File: src/hdl/fwsl_pkg.sv
// Package for the four-wheel slew-limited H-bridge PWM block.
// Shared widths, constants, register indexes and lane control types.
// No dependencies.
package fwsl_pkg;

  localparam int WHEELS    = 4;
  localparam int LVL_W     = 17;
  localparam int RATE_W    = 24;
  localparam int DT_W      = 17;
  localparam int BITS_W    = 5;
  localparam int PROD_W    = RATE_W + DT_W;
  localparam int X_W       = 30;
  localparam int RECIP_W   = 31;
  localparam int RECIP_SH  = 44;

  localparam logic signed [LVL_W-1:0] FULL_POS = 17'sd32768;
  localparam logic signed [LVL_W-1:0] FULL_NEG = -17'sd32768;
  localparam logic [DT_W-1:0]         MAX_DT   = 17'd100000;
  localparam logic [LVL_W-1:0]        STEP_MAX = 17'd65536;
  // rate*dt at or above this gives a step above STEP_MAX
  localparam logic [PROD_W-1:0]       SAT_PROD = 41'd65537000000;
  // ceil(2^44 / 15625); 1e6 = 64 * 15625
  localparam logic [RECIP_W-1:0]      RECIP_M  = 31'd1125899907;
  localparam logic [BITS_W-1:0]       DUTY_MIN = 5'd8;
  localparam logic [BITS_W-1:0]       DUTY_MAX = 5'd16;
  localparam logic [BITS_W-1:0]       DUTY_RST = 5'd10;

  localparam logic [1:0] REG_ACCEL     = 2'd0;
  localparam logic [1:0] REG_DECEL     = 2'd1;
  localparam logic [1:0] REG_DUTY_BITS = 2'd2;

  typedef struct packed {
    logic adv;
    logic take;
    logic stop;
    logic acc_unl;
    logic dec_unl;
  } lane_ctrl_t;

endpackage

File: src/hdl/fwsl_step.sv
// Step limit unit: floor(rate * dt / 1e6), capped at 65536.
// Two register stages, reciprocal multiply for the constant divide.
// Depends on fwsl_pkg.
module fwsl_step (
  input  logic                            clk,
  input  logic                            en,
  input  logic [fwsl_pkg::RATE_W-1:0]     rate,
  input  logic [fwsl_pkg::DT_W-1:0]       dt,
  output logic [fwsl_pkg::LVL_W-1:0]      step
);

  logic [fwsl_pkg::PROD_W-1:0]                     prod;
  logic [fwsl_pkg::X_W-1:0]                        x_r;
  logic                                            sat_r;
  logic [fwsl_pkg::X_W+fwsl_pkg::RECIP_W-1:0]      qprod;
  logic [fwsl_pkg::LVL_W-1:0]                      step_r;

  assign prod  = fwsl_pkg::PROD_W'(rate) * fwsl_pkg::PROD_W'(dt);
  assign qprod = (fwsl_pkg::X_W+fwsl_pkg::RECIP_W)'(x_r)
               * (fwsl_pkg::X_W+fwsl_pkg::RECIP_W)'(fwsl_pkg::RECIP_M);

  always_ff @(posedge clk) begin
    if (en) begin
      sat_r  <= (prod >= fwsl_pkg::SAT_PROD);
      x_r    <= prod[fwsl_pkg::X_W+5:6];
      step_r <= sat_r ? fwsl_pkg::STEP_MAX
                      : qprod[fwsl_pkg::RECIP_SH+fwsl_pkg::LVL_W-1:fwsl_pkg::RECIP_SH];
    end
  end

  assign step = step_r;

endmodule

File: config.mk
export PLATFORM = sky130hd
export DESIGN_NAME = fwsl_step
export DESIGN_NICKNAME = d
export VERILOG_FILES = /design/src/hdl/fwsl_pkg.sv /design/src/hdl/fwsl_step.sv
export SDC_FILE = /design/constraint.sdc
export NUM_CORES = 2
export LEC_CHECK = 0
export BUFFER_PORTS_ARGS = -buffer_cell sky130_fd_sc_hd__buf_2
export CORE_MARGIN = 4
export CORE_UTILIZATION = 68
export CTS_BUF_LIST = sky130_fd_sc_hd__clkbuf_2 sky130_fd_sc_hd__clkbuf_4 sky130_fd_sc_hd__clkbuf_8
export DETAILED_ROUTE_END_ITERATION = 7
export PLACE_DENSITY = 0.94
export SYNTH_ARGS = -nofsm -noshare
export SYNTH_HDL_FRONTEND = slang
export SYNTH_SLANG_ARGS = --single-unit
File: constraint.sdc
create_clock -name clk -period 11.73 [get_ports clk]
set_clock_uncertainty 0.1 [all_clocks]
set_input_delay 1.7595 -clock clk [delete_from_list [all_inputs] [get_ports clk]]
set_output_delay 1.7595 -clock clk [all_outputs]
set_load 0.05 [all_outputs]
Word level (Yosys, flattened, before mapping). Cells that the tools add are included.

Word-level logic and storage cells: 6. Input port bits: 43. Register bits after elaboration: 48. Output and inout port bits: 17.

Multipliers: 2. Magnitude comparators: 1.

Operators by type and width (count): $mul 30x31->61 const B (1); $ge 41x36->1 const B (1); $mul 24x17->41 (1).

Longest topological paths before layout.
Word-level depth: 2. Gate-level depth with buffers: 26. Depth with buffers taken out: 25.

Worst setup path before layout. Ideal clock, no wire load.

Kind: in2reg. Start: input port rate[22] (netlist name). End: register sat_r, data pin. Required time: 11371 ps. Path slack: 3665 ps. Arrival: 7706 ps. Setup time: 259 ps. Stages: 23. Buffers on the path: 2. Cells stage by stage: clkbuf_1 > and2_1 > fa_1 > inv_1 > fa_1 > inv_1 > fa_1 > inv_1 > fa_1 > fa_1 > fa_1 > inv_1 > ha_1 > clkbuf_1 > a21o_1 > a21oi_1 > o22ai_1 > a211o_1 > a31oi_4 > o32ai_2 > o41a_1 > a311o_1 > a211o_1.

Word-level cells in the longest chain between the ends: 2.

RTL lines: start, declared (line fwsl_step.sv:7) `input logic [fwsl_pkg::RATE_W-1:0] rate,`; $mul 24x17->41 (line fwsl_step.sv:18) `assign prod = fwsl_pkg::PROD_W'(rate) * fwsl_pkg::PROD_W'(dt);`; via prod (one bit) (line fwsl_step.sv:12) `logic [fwsl_pkg::PROD_W-1:0] prod;`; $ge 41x36->1 (line fwsl_step.sv:24) `sat_r <= (prod >= fwsl_pkg::SAT_PROD);`; end signal, assigned (line fwsl_step.sv:24); end, declared (line fwsl_step.sv:14) `logic sat_r;`.

The timed path passes the listed nets, and every way through them passes these cells. A chain may end at the register's enable or synchronous reset.

Final worst setup path.
Start: register x_r[10] (netlist name). End: register step_r, in the netlist step[16], data pin.

Word-level cells in the longest chain between the ends: 1.

RTL lines: start, declared (line fwsl_step.sv:13) `logic [fwsl_pkg::X_W-1:0] x_r;`; start signal, assigned (line fwsl_step.sv:25) `x_r <= prod[fwsl_pkg::X_W+5:6];`; $mul 30x31->61 (line fwsl_step.sv:20) `* (fwsl_pkg::X_W+fwsl_pkg::RECIP_W)'(fwsl_pkg::RECIP_M);`; end signal, assigned (line fwsl_step.sv:26) `step_r <= sat_r ? fwsl_pkg::STEP_MAX`; end, declared (line fwsl_step.sv:16) `logic [fwsl_pkg::LVL_W-1:0] step_r;`.

Every way passes these cells.

==> out/metrics.csv <==
metric;value;unit
Final Max Tran Viols;0;
DP HPWL;63.37;mm
H-Tree Depth;2;
clk_lat worst skew;340;ps
Mapped Cells;3001;
Worst slew margin;0.2980;
Startpoint Class;register;
core footprint;41110;um2
CTS tree;yes;
Setup violations, final;0;
area growth from synthesis to layout;2.828;%
CTS Hold Buffers Added;0;
Placed Instances;3520;
Congestion Overflow GR;0;
vias per inst;5.942;
Wirelength per Cell;20.83;um
Max Freq;114.6;MHz
dpl ws;3056;ps
Die X;212.7;um
Cell Rows;74;
Avg Inst Size Synth;9.493;um2
# DRC;0;
clk root buf;clkbuf_8;
crit-path max FO;7;
Top Family by Delay on Critical Path;adder cells;
Final WS setup;3006;ps
via count;20960;
CP Capture Type;register;
Post-DRT Antenna Nets;0;
Syn Nets;4124;
worst slew pin tran;1053;ps
CTS clk-pin slew, worst paths;110;ps
critical path required time;11790;ps
status;finished, final reports clean;
PostCTS Resize Cnt;0;
IO Pins;60;
Num CTS Buffers;5;
Max-Cap Viols;0;
post-CTS setup buffers;0;
share of layout cells above drive strength 1;0.02770;
vias in the first global route;23850;
slowest cell delay on critical path;730;ps
Routability Congestion;1.025;
PortBufs;59;
most frequent cells in the layout;inv_1, fa_1, ha_1;
part of the cycle the worst path needs;0.7438;
CP most frequent cell;fa_1;
final core occ;0.7126;
WP data arrival;8780;ps
Hold Crit Class;reg2reg;
Post-synth EDFFs;48;
starting density of the core;0.6930;
Final nets;4118;
clk buf depth;2;
cells along the critical path;fa_1, inv_1, fa_1, fa_1, inv_1, fa_1, inv_1, fa_1, fa_1, inv_1, fa_1, fa_1, ha_1, nand4_1, nor2_1, nand3_1, a31oi_1, nor3_1, o311ai_1, a22oi_1, o21ai_1, mux2i_1, a311oi_1;
setup_tns;0;ps
Final Non-Filler Cells;3528;
Synth cell types;65;
CTS Sinks;48;
top_reg_cell synth;edfxtp_1;
Ys Warns;0;
register area share after synthesis;0.05060;
FFs w/ async S/R, synth;0;
1st-pass router iterations;5;
commonest non-fill, non-tap cell in the layout;inv_1;
Total Routing Usage GR;0.3386;
RSZ-0062 raised after global routing;no;
WS Path Type;reg2reg;
Iter 0 DRT Violations;1633;
final WL;73.50;mm
final worst path period need;8724;ps
synthesized area;28490;um2
ANT cells;0;
global-route wire length before repair;119.9;mm
die area;45230;um2
synthesis-stage register bit count;48;
largest net degree at the start of global routing;49;
Buf+Inv Stages, Crit Path;4;
chip height;212.7;um
final hold violations;0;
CP max-delay cell;o311ai_1;
initial antenna violation count;0;
-- kinds of logic after synthesis --
family,synth area share
compound gates,0.06307
fa+ha+maj,0.6427
simple gates,0.1041
flops,0.05060
xor+xnor,0.01568
buf+inv,0.1235
mux,0.0003514
-- synthesized netlist by cell type, types with 9 or more instances --
cell	count	area, um2
nand2b_1	10	62.56
ha_1	441	5518
nand2_1	296	1111
or2_2	9	56.30
nand4_1	16	100.1
fa_1	639	12790
xnor2_1	36	315.3
nor2_1	49	183.9
a21o_1	46	345.3
a211oi_1	9	67.56
o21bai_1	14	105.1
a21oi_1	84	420.4
and2_1	170	1064
inv_1	865	3247
o21ai_0	39	195.2
nor3_1	18	90.09
edfxtp_1	48	1441
nand3_1	19	95.09
xor2_1	15	131.4
o211ai_1	11	82.58
clkbuf_1	72	270.3
-- layer usage --
layer,vias to the layer above,GRT usage,wire [um],share of wire
met5,-,0,0,0
met4,0,0.1544,3913,0.053
met3,296,0.06920,6890,0.094
met2,1183,0.5787,36040,0.49
met1,10430,0.4188,26660,0.36
li1,9050,-,-,-
-- cell type report --
cell class	instances	area, um2
inverter	865	3247
clock inverter	3	46.29
timing repair buffer	59	295.3
sequential	48	1441
clock buffer	5	68.82
fill	2856	11820
multi-input combinational	2016	23530
tap	532	665.6
-- flip-flops by register name, summed over array words and instances (netlist names) --
register,flops
x_r,30
step,17
sat_r,1
-- final timing paths --
kind	from	endpoint	slack (ps)	depth (start not counted)
max	x_r[10]	step[16]	3010	23
min	sat_r	step[7]	850	1
max reg2reg	x_r[10]	step[16]	3010	23
min reg2reg	sat_r	step[7]	850	1
-- metrics by stage --
stage / hold WS [ps] / cell area (um2)
final: 847.9 / 29290
after floorplan: 621.3 / 28490
after CTS: 842.7 / 29290
after global routing: 892.4 / 29290
after detailed placement: 822.9 / 29180
after global placement: 799.5 / 29180
Power is not shown: default switching activity piles up to over one toggle a cycle in this logic, so the estimate is an artifact.
