==> config.mk <==
export PLATFORM = sky130hd
export DESIGN_NAME = fwsl_lane
export DESIGN_NICKNAME = d
export VERILOG_FILES = /design/src/hdl/fwsl_pkg.sv /design/src/hdl/fwsl_lane.sv
export SDC_FILE = /design/constraint.sdc
export NUM_CORES = 1
export LEC_CHECK = 0
export ABC_AREA = 1
export CORE_UTILIZATION = 30
export CTS_CLUSTER_DIAMETER = 200
export DETAILED_ROUTE_END_ITERATION = 6
export DONT_BUFFER_PORTS = 1
export SKIP_LAST_GASP = 1
export SLEW_MARGIN = 20
export SYNTH_ARGS = -nofsm -noshare
export SYNTH_HDL_FRONTEND = slang
export SYNTH_SLANG_ARGS = --single-unit
export TNS_END_PERCENT = 10
==> constraint.sdc <==
create_clock -name clk -period 12.15 [get_ports clk]
set_input_delay 0.6075 -clock clk [delete_from_list [all_inputs] [get_ports clk]]
set_output_delay 0.6075 -clock clk [all_outputs]
set_load 0.005 [all_outputs]
==> src/hdl/fwsl_pkg.sv <==
// Package for the four-wheel slew-limited H-bridge PWM block.
// Shared widths, constants, register indexes and lane control types.
// No dependencies.
package fwsl_pkg;

  localparam int WHEELS    = 4;
  localparam int LVL_W     = 17;
  localparam int RATE_W    = 24;
  localparam int DT_W      = 17;
  localparam int BITS_W    = 5;
  localparam int PROD_W    = RATE_W + DT_W;
  localparam int X_W       = 30;
  localparam int RECIP_W   = 31;
  localparam int RECIP_SH  = 44;

  localparam logic signed [LVL_W-1:0] FULL_POS = 17'sd32768;
  localparam logic signed [LVL_W-1:0] FULL_NEG = -17'sd32768;
  localparam logic [DT_W-1:0]         MAX_DT   = 17'd100000;
  localparam logic [LVL_W-1:0]        STEP_MAX = 17'd65536;
  // rate*dt at or above this gives a step above STEP_MAX
  localparam logic [PROD_W-1:0]       SAT_PROD = 41'd65537000000;
  // ceil(2^44 / 15625); 1e6 = 64 * 15625
  localparam logic [RECIP_W-1:0]      RECIP_M  = 31'd1125899907;
  localparam logic [BITS_W-1:0]       DUTY_MIN = 5'd8;
  localparam logic [BITS_W-1:0]       DUTY_MAX = 5'd16;
  localparam logic [BITS_W-1:0]       DUTY_RST = 5'd10;

  localparam logic [1:0] REG_ACCEL     = 2'd0;
  localparam logic [1:0] REG_DECEL     = 2'd1;
  localparam logic [1:0] REG_DUTY_BITS = 2'd2;

  typedef struct packed {
    logic adv;
    logic take;
    logic stop;
    logic acc_unl;
    logic dec_unl;
  } lane_ctrl_t;

endpackage

==> src/hdl/fwsl_lane.sv <==
// One wheel lane: held level, asymmetric slew update, duty conversion.
// Level update and duty output are one register stage each.
// Depends on fwsl_pkg.
module fwsl_lane (
  input  logic                                 clk,
  input  logic                                 rst_n,
  input  fwsl_pkg::lane_ctrl_t                 ctrl,
  input  logic signed [fwsl_pkg::LVL_W-1:0]    target,
  input  logic [fwsl_pkg::LVL_W-1:0]           step_acc,
  input  logic [fwsl_pkg::LVL_W-1:0]           step_dec,
  input  logic [fwsl_pkg::BITS_W-1:0]          duty_bits,
  output logic [fwsl_pkg::LVL_W-1:0]           right_duty,
  output logic [fwsl_pkg::LVL_W-1:0]           left_duty,
  output logic signed [fwsl_pkg::LVL_W-1:0]    level_out
);

  logic signed [fwsl_pkg::LVL_W-1:0] level_r, level_nxt;
  logic [fwsl_pkg::LVL_W-1:0]        right_r, left_r;
  logic signed [fwsl_pkg::LVL_W-1:0] lvl_out_r;

  logic [fwsl_pkg::LVL_W-1:0] abs_t, abs_l, step;
  logic                       toward, unl;
  logic signed [18:0]         diff, step_s;

  logic [15:0]                mag;
  logic [fwsl_pkg::BITS_W-1:0] bits;
  logic [32:0]                scaled;
  logic [fwsl_pkg::LVL_W-1:0] duty;

  always_comb begin
    abs_t  = target[16]  ? 17'(-target)  : 17'(target);
    abs_l  = level_r[16] ? 17'(-level_r) : 17'(level_r);
    toward = abs_t < abs_l;
    unl    = toward ? ctrl.dec_unl : ctrl.acc_unl;
    step   = toward ? step_dec : step_acc;
    step_s = $signed({2'b00, step});
    diff   = 19'(target) - 19'(level_r);
    if (ctrl.stop) begin
      level_nxt = '0;
    end else if (unl) begin
      level_nxt = target;
    end else if (diff > step_s) begin
      level_nxt = 17'(19'(level_r) + step_s);
    end else if (diff < -step_s) begin
      level_nxt = 17'(19'(level_r) - step_s);
    end else begin
      level_nxt = target;
    end
  end

  always_comb begin
    mag    = level_r[16] ? 16'(-level_r) : 16'(level_r);
    if (duty_bits < fwsl_pkg::DUTY_MIN) begin
      bits = fwsl_pkg::DUTY_MIN;
    end else if (duty_bits > fwsl_pkg::DUTY_MAX) begin
      bits = fwsl_pkg::DUTY_MAX;
    end else begin
      bits = duty_bits;
    end
    scaled = (33'(mag) << bits) + 33'd16384;
    duty   = scaled[31:15];
  end

  always_ff @(posedge clk) begin
    if (!rst_n) begin
      level_r <= '0;
    end else if (ctrl.take) begin
      level_r <= level_nxt;
    end
  end

  always_ff @(posedge clk) begin
    if (ctrl.adv) begin
      lvl_out_r <= level_r;
      right_r   <= (!level_r[16] && level_r != '0) ? duty : '0;
      left_r    <= level_r[16] ? duty : '0;
    end
  end

  assign right_duty = right_r;
  assign left_duty  = left_r;
  assign level_out  = lvl_out_r;

endmodule

Word level (Yosys, flattened, before mapping)

Cells that the tools add are included.

Shift operators: 1
Magnitude comparators: 5
Reductions and logical operators: 3
$add $sub $neg: 7
Multiplexer cells: 11

Operators by type and width:

| kind                                                                          | count |
|---|---|
| 17-bit two-way mux                                                            | 7 |
| 17-bit negator                                                                | 2 |
| 32-bit by 15-bit adder with 32-bit output (second input constant)             | 1 |
| 16-bit by 5-bit left shift with 32-bit output                                 | 1 |
| 18-bit by 19-bit less-than comparator with 1-bit output                       | 1 |
| 17-bit negator with 19-bit output                                             | 1 |
| 18-bit greater-than comparator                                                | 1 |
| 17-bit by 17-bit subtractor with 18-bit output                                | 1 |
| 17-bit adder                                                                  | 1 |
| 17-bit less-than comparator                                                   | 1 |
| 17-bit nonzero test                                                           | 1 |
| 17-bit subtractor                                                             | 1 |
| 16-bit two-way mux                                                            | 1 |
| 5-bit two-way mux                                                             | 2 |
| 5-bit greater-than comparator (second input constant)                         | 1 |
| 5-bit by 4-bit less-than comparator with 1-bit output (second input constant) | 1 |
| 1-bit logical AND                                                             | 1 |
| 1-bit zero test                                                               | 1 |
| 1-bit two-way mux                                                             | 1 |

Word-level logic and storage cells: 31
Register bits after elaboration: 68
Output and inout port bits: 51

Depth between registers and ports, before layout

Word-level depth: 10
Gate-level depth with buffers: 49
Depth with buffers taken out: 47

Worst setup path before layout

No wires, ideal clock.

Path kind: input to register
Start: input port target[1] in the netlist's numbering
End: register level_r[2] in the netlist's numbering
Path buffers: 2
Arrival time: 5.965 ns
Setup slack: 6.067 ns
Setup time: 0.118 ns
Stages: 45
Required time: 12.032 ns
Cell sequence: inv_1 > ha_1 > inv_1 > nor3_1 > nand2_1 > nor3_1 > nand2_1 > nor3_1 > nand3_1 > nor4_1 > ha_1 > nand2_2 > inv_2 > nand2_1 > nand2_1 > a21oi_4 > nand3_4 > buf_12 > [9 not listed] > xor2_1 > ha_1 > nand2_1 > inv_1 > o21ai_0 > nand2_1 > nor2_1 > nand3_1 > or2_2 > nand2_1 > inv_1 > clkbuf_1 > o21ai_0 > inv_1 > nand2_1 > nand3_1 > nand2_1 > a21oi_1

Longest elaborated chain between the ends: 10

Ends and longest elaborated chain:

| element                                                 | RTL line        | RTL |
|---|---|---|
| start, declared                                         | fwsl_lane.sv:8  | `input logic signed [fwsl_pkg::LVL_W-1:0] target,` |
| 17-bit negator                                          | fwsl_lane.sv:31 | `abs_t = target[16] ? 17'(-target) : 17'(target);` |
| 17-bit two-way mux                                      | fwsl_lane.sv:31 |  |
| 17-bit less-than comparator                             | fwsl_lane.sv:33 | `toward = abs_t < abs_l;` |
| 17-bit two-way mux                                      | fwsl_lane.sv:35 | `step = toward ? step_dec : step_acc;` |
| 17-bit negator with 19-bit output                       | fwsl_lane.sv:44 | `end else if (diff < -step_s) begin` |
| 18-bit by 19-bit less-than comparator with 1-bit output | fwsl_lane.sv:44 |  |
| 17-bit two-way mux                                      | fwsl_lane.sv:44 |  |
| 17-bit two-way mux                                      | fwsl_lane.sv:42 | `end else if (diff > step_s) begin` |
| 17-bit two-way mux *                                    | fwsl_lane.sv:40 | `end else if (unl) begin` |
| 17-bit two-way mux *                                    | fwsl_lane.sv:38 | `if (ctrl.stop) begin` |
| end signal, assigned                                    | fwsl_lane.sv:68 | `level_r <= level_nxt;` |
| end, declared                                           | fwsl_lane.sv:17 | `logic signed [fwsl_pkg::LVL_W-1:0] level_r, level_nxt;` |

Every way passes the cells marked *; elsewhere a longest branch is shown, timed or not.
A chain may end at the register's enable or synchronous reset.

Worst setup path after layout

Start: register level_r[1] in the netlist's numbering
End: register level_r[2] in the netlist's numbering

Longest elaborated chain between the ends: 10

Ends and longest elaborated chain:

| element                                                 | RTL line        | RTL |
|---|---|---|
| 17-bit negator                                          | --              |  |
| 17-bit two-way mux                                      | fwsl_lane.sv:32 | `abs_l = level_r[16] ? 17'(-level_r) : 17'(level_r);` |
| 17-bit less-than comparator                             | fwsl_lane.sv:33 |  |
| 17-bit two-way mux                                      | fwsl_lane.sv:35 |  |
| 17-bit negator with 19-bit output                       | fwsl_lane.sv:44 |  |
| 18-bit by 19-bit less-than comparator with 1-bit output | fwsl_lane.sv:44 |  |
| 17-bit two-way mux                                      | fwsl_lane.sv:44 |  |
| 17-bit two-way mux                                      | fwsl_lane.sv:42 |  |
| 17-bit two-way mux *                                    | fwsl_lane.sv:40 |  |
| 17-bit two-way mux *                                    | fwsl_lane.sv:38 |  |

Marks and branches as above.

==> impl_metrics.toml <==
[run_status]
status = "finished clean"

[timing]
timing.fmax_mhz = 137
slew_headroom = 0.362
maxSlewViolCount = 0
rsz0062_at_grt = "false"
hold_violations = 0
layout_min_cycle_time_ps = 7310
worst_hold_slack_ps = 372
period_share = 0.602
clock_skew_ps = 13.1
worst_pin_slew_ps = 956
finalSetupTns_ps = 0
setup-violations-final = 0

[power]
intPower_uw = 794
peakVddDrop_uv = 70.7
p_sw_frac = 0.501
power_switching_uw = 796
p_seq_frac = 0.196
power.share.clock = 0.177
combinationalPowerShare = 0.627
power.leakage_uw = 0.00465
cellPowerDensity_nw_per_um2 = 163

[synthesis]
netlist_instances = 1407
netlist_area_um2 = 9140
synth_fp_nets = 1576
postSynthRegisterBits = 68
yosys_warnings = 0
yosysSeqAreaShare = 0.205
yosysUniqueCellTypes = 51
synth_area_per_cell_um2 = 6.49

[clocking]
htree_levels = 3
post_cts_buffers = 0
post_cts_resized = 0
clk_latency_ps = 350
cts_buffers = 9
cts-root-buf = "clkbuf_16"
cts_hold_buf = 0
path_clk_slew_ps = 60
cts_tree = "yes"
clock_path_buffers = 2
cts_sinks = 68

[worst_setup_path]
critical_path.startpoint_type = "register"
reg2reg_from = "level_r[1]"
r2r_cells = 43
arrival_ps = 7580
r2r_slack_ps = 4840
slowest_delay_ps = 500
worstPathMaxFanout = 25
critPathKind = "reg -> reg"
slowest_stage = "nand2_1"
worstPathRequired_ps = 12420
cp-end-kind = "register"
cpMostUsedCell = "nand2_1"
reg2reg_to = "level_r[2]"

[floorplan]
start_util = 0.307
dieArea_um2 = 31200
fp-row-count = 63
core_um2 = 29800
die_h_um = 177
ioPinCount = 114
die_w_um = 177

[detailed_routing]
wl_mm = 27.8
vias_per_cell = 4.97
routedWlPerCell_um = 15.6
drtIter0Drc = 549
route.detailed.drc = 0
vias = 8850
firstDrtPassIters = 7
drtAntennaViolNets = 0

[place]
gp_congestion = 0.922
post-dp-hpwl_mm = 23.0
dp.cells = 1763
port-buffer-count = 0

[finish]
instances_no_fill = 1779
area_delta_synth_final_pct = 6.94
drive_gt1_frac = 0.0554
nets = 1553
n_antenna_cell = 0

[global_route]
antenna_found_initial = 0
first_global_vias = 8430
grt_overflow = 0
grt_util_all_layers = 0.182
grt_max_degree = 52
grt_pass1_wl_mm = 44.4

[job]
maxCapViolations = 0

[min_path]
holdPathEnd = "level_out[0]"
holdCritPathClass = "in -> reg"
min-delay-start = "ctrl[4]"
hold_depth = 0
## worst max-delay path, delay by kind of cell (launching register included)
| family | cells | cell delay, ps |
|---|---|---|
| flops | 1 | 460 |
| fa+ha+maj | 4 | 990 |
| simple gates | 26 | 4080 |
| buf+inv | 7 | 910 |
| compound gates | 5 | 570 |
| xor+xnor | 1 | 150 |
## state kept, by name, indices dropped and copies added (netlist names)
name,count
level_out,17
left_duty,17
right_duty,17
level_r,17
## metrics by stage
stage                     setup slack (ps)  instance area (um2)   util  total power [uW]
after floorplan                       6070                 9140      -              1090
after global placement                4720                 9460  0.318              1300
after detailed placement              4600                 9460  0.318              1310
after CTS                             4850                 9770  0.328              1600
after global routing                  3990                 9770  0.328              1760
final                                 4840                 9770  0.328              1590
## cell type report
cell class                      instances  area (um2)
Sequential cell                        68        1870
Clock inverter                          6        78.8
Clock buffer                           10         229
Multi-Input combinational cell       1124        6420
Tap cell                              390         488
Fill cell                            3288       20000
Timing Repair Buffer                    2        15.0
Inverter                              179         672
## cells by family after synthesis
kind of cell	share of synthesized area
and+or+nand+nor	0.361
buffers and inverters	0.0931
AOI/OAI and AO/OA	0.119
adders and majority gates	0.148
xor gates and xnor gates	0.0729
DFF	0.205
muxes	0.00151
## cell usage in the layout (no fill, tap or decap), drive strengths merged, types with 2 or more instances in the layout
cell	Yosys	routed
fa	3	3
nand3b	4	4
xnor2	18	18
a31oi	6	6
or2	16	16
clkbuf	19	10
nor3	19	19
edfxtp	51	51
o21a	4	4
o21bai	2	2
ha	103	103
nand4	21	21
and2	2	2
nor4	3	3
nor2	133	133
o21ai	91	91
inv	176	176
a21oi	80	80
bufinv	0	2
buf	17	2
dfxtp	17	17
a21o	5	5
clkinv	3	6
nand3	169	169
nand2	380	380
xor2	58	58
o2111ai	2	2
## per-layer routing
layer / GRT usage / wire, um
met5: 0 / 0
met4: 0.0503 / 556
met3: 0.0321 / 1540
met2: 0.313 / 13100
met1: 0.232 / 12600
## how the worst max path moves through the flow
stage | start | endpoint | slack (ps)
2_1_floorplan | target[1] | level_r[2] | 6070
3_3_place_gp | target[1] | level_r[4] | 4720
3_5_place_dp | target[1] | level_r[2] | 4600
4_1_cts | level_r[1] | level_r[2] | 4850
5_1_grt | level_r[1] | level_r[4] | 3990
6_report | level_r[1] | level_r[2] | 4840
## power by group through the flow
stage | clock [uW] | sequential (uW) | combinational, uW
finish | 282 | 311 | 997
global route | 297 | 315 | 1150
CTS | 287 | 312 | 997
detailed placement | 0 | 317 | 993
global placement | 0 | 315 | 980
floorplan | 0 | 301 | 786
## synth_stat cells, drive strengths merged
cell type	number	area [um2]
ha	103	1290
a31oi	6	37.5
edfxtp	51	1530
dfxtp	17	340
nand4	21	131
or2	16	103
a41oi	1	8.76
o21bai	2	15.0
nand3b	4	30.0
o211ai	1	7.51
nor2	133	552
o2111ai	2	17.5
nor3	19	110
o31ai	1	7.51
xor2	58	508
clkinv	3	11.3
xnor2	18	158
a21oi	80	412
clkbuf	19	71.3
a21o	5	37.5
inv	176	661
mux2i	1	13.8
o21ai	91	500
and2	2	12.5
o21a	4	32.5
nor4	3	18.8
buf	17	108
a211oi	1	7.51
nand3	169	881
nand2	380	1460
fa	3	60.1
Note: power is estimated with default switching activity, not from simulation.
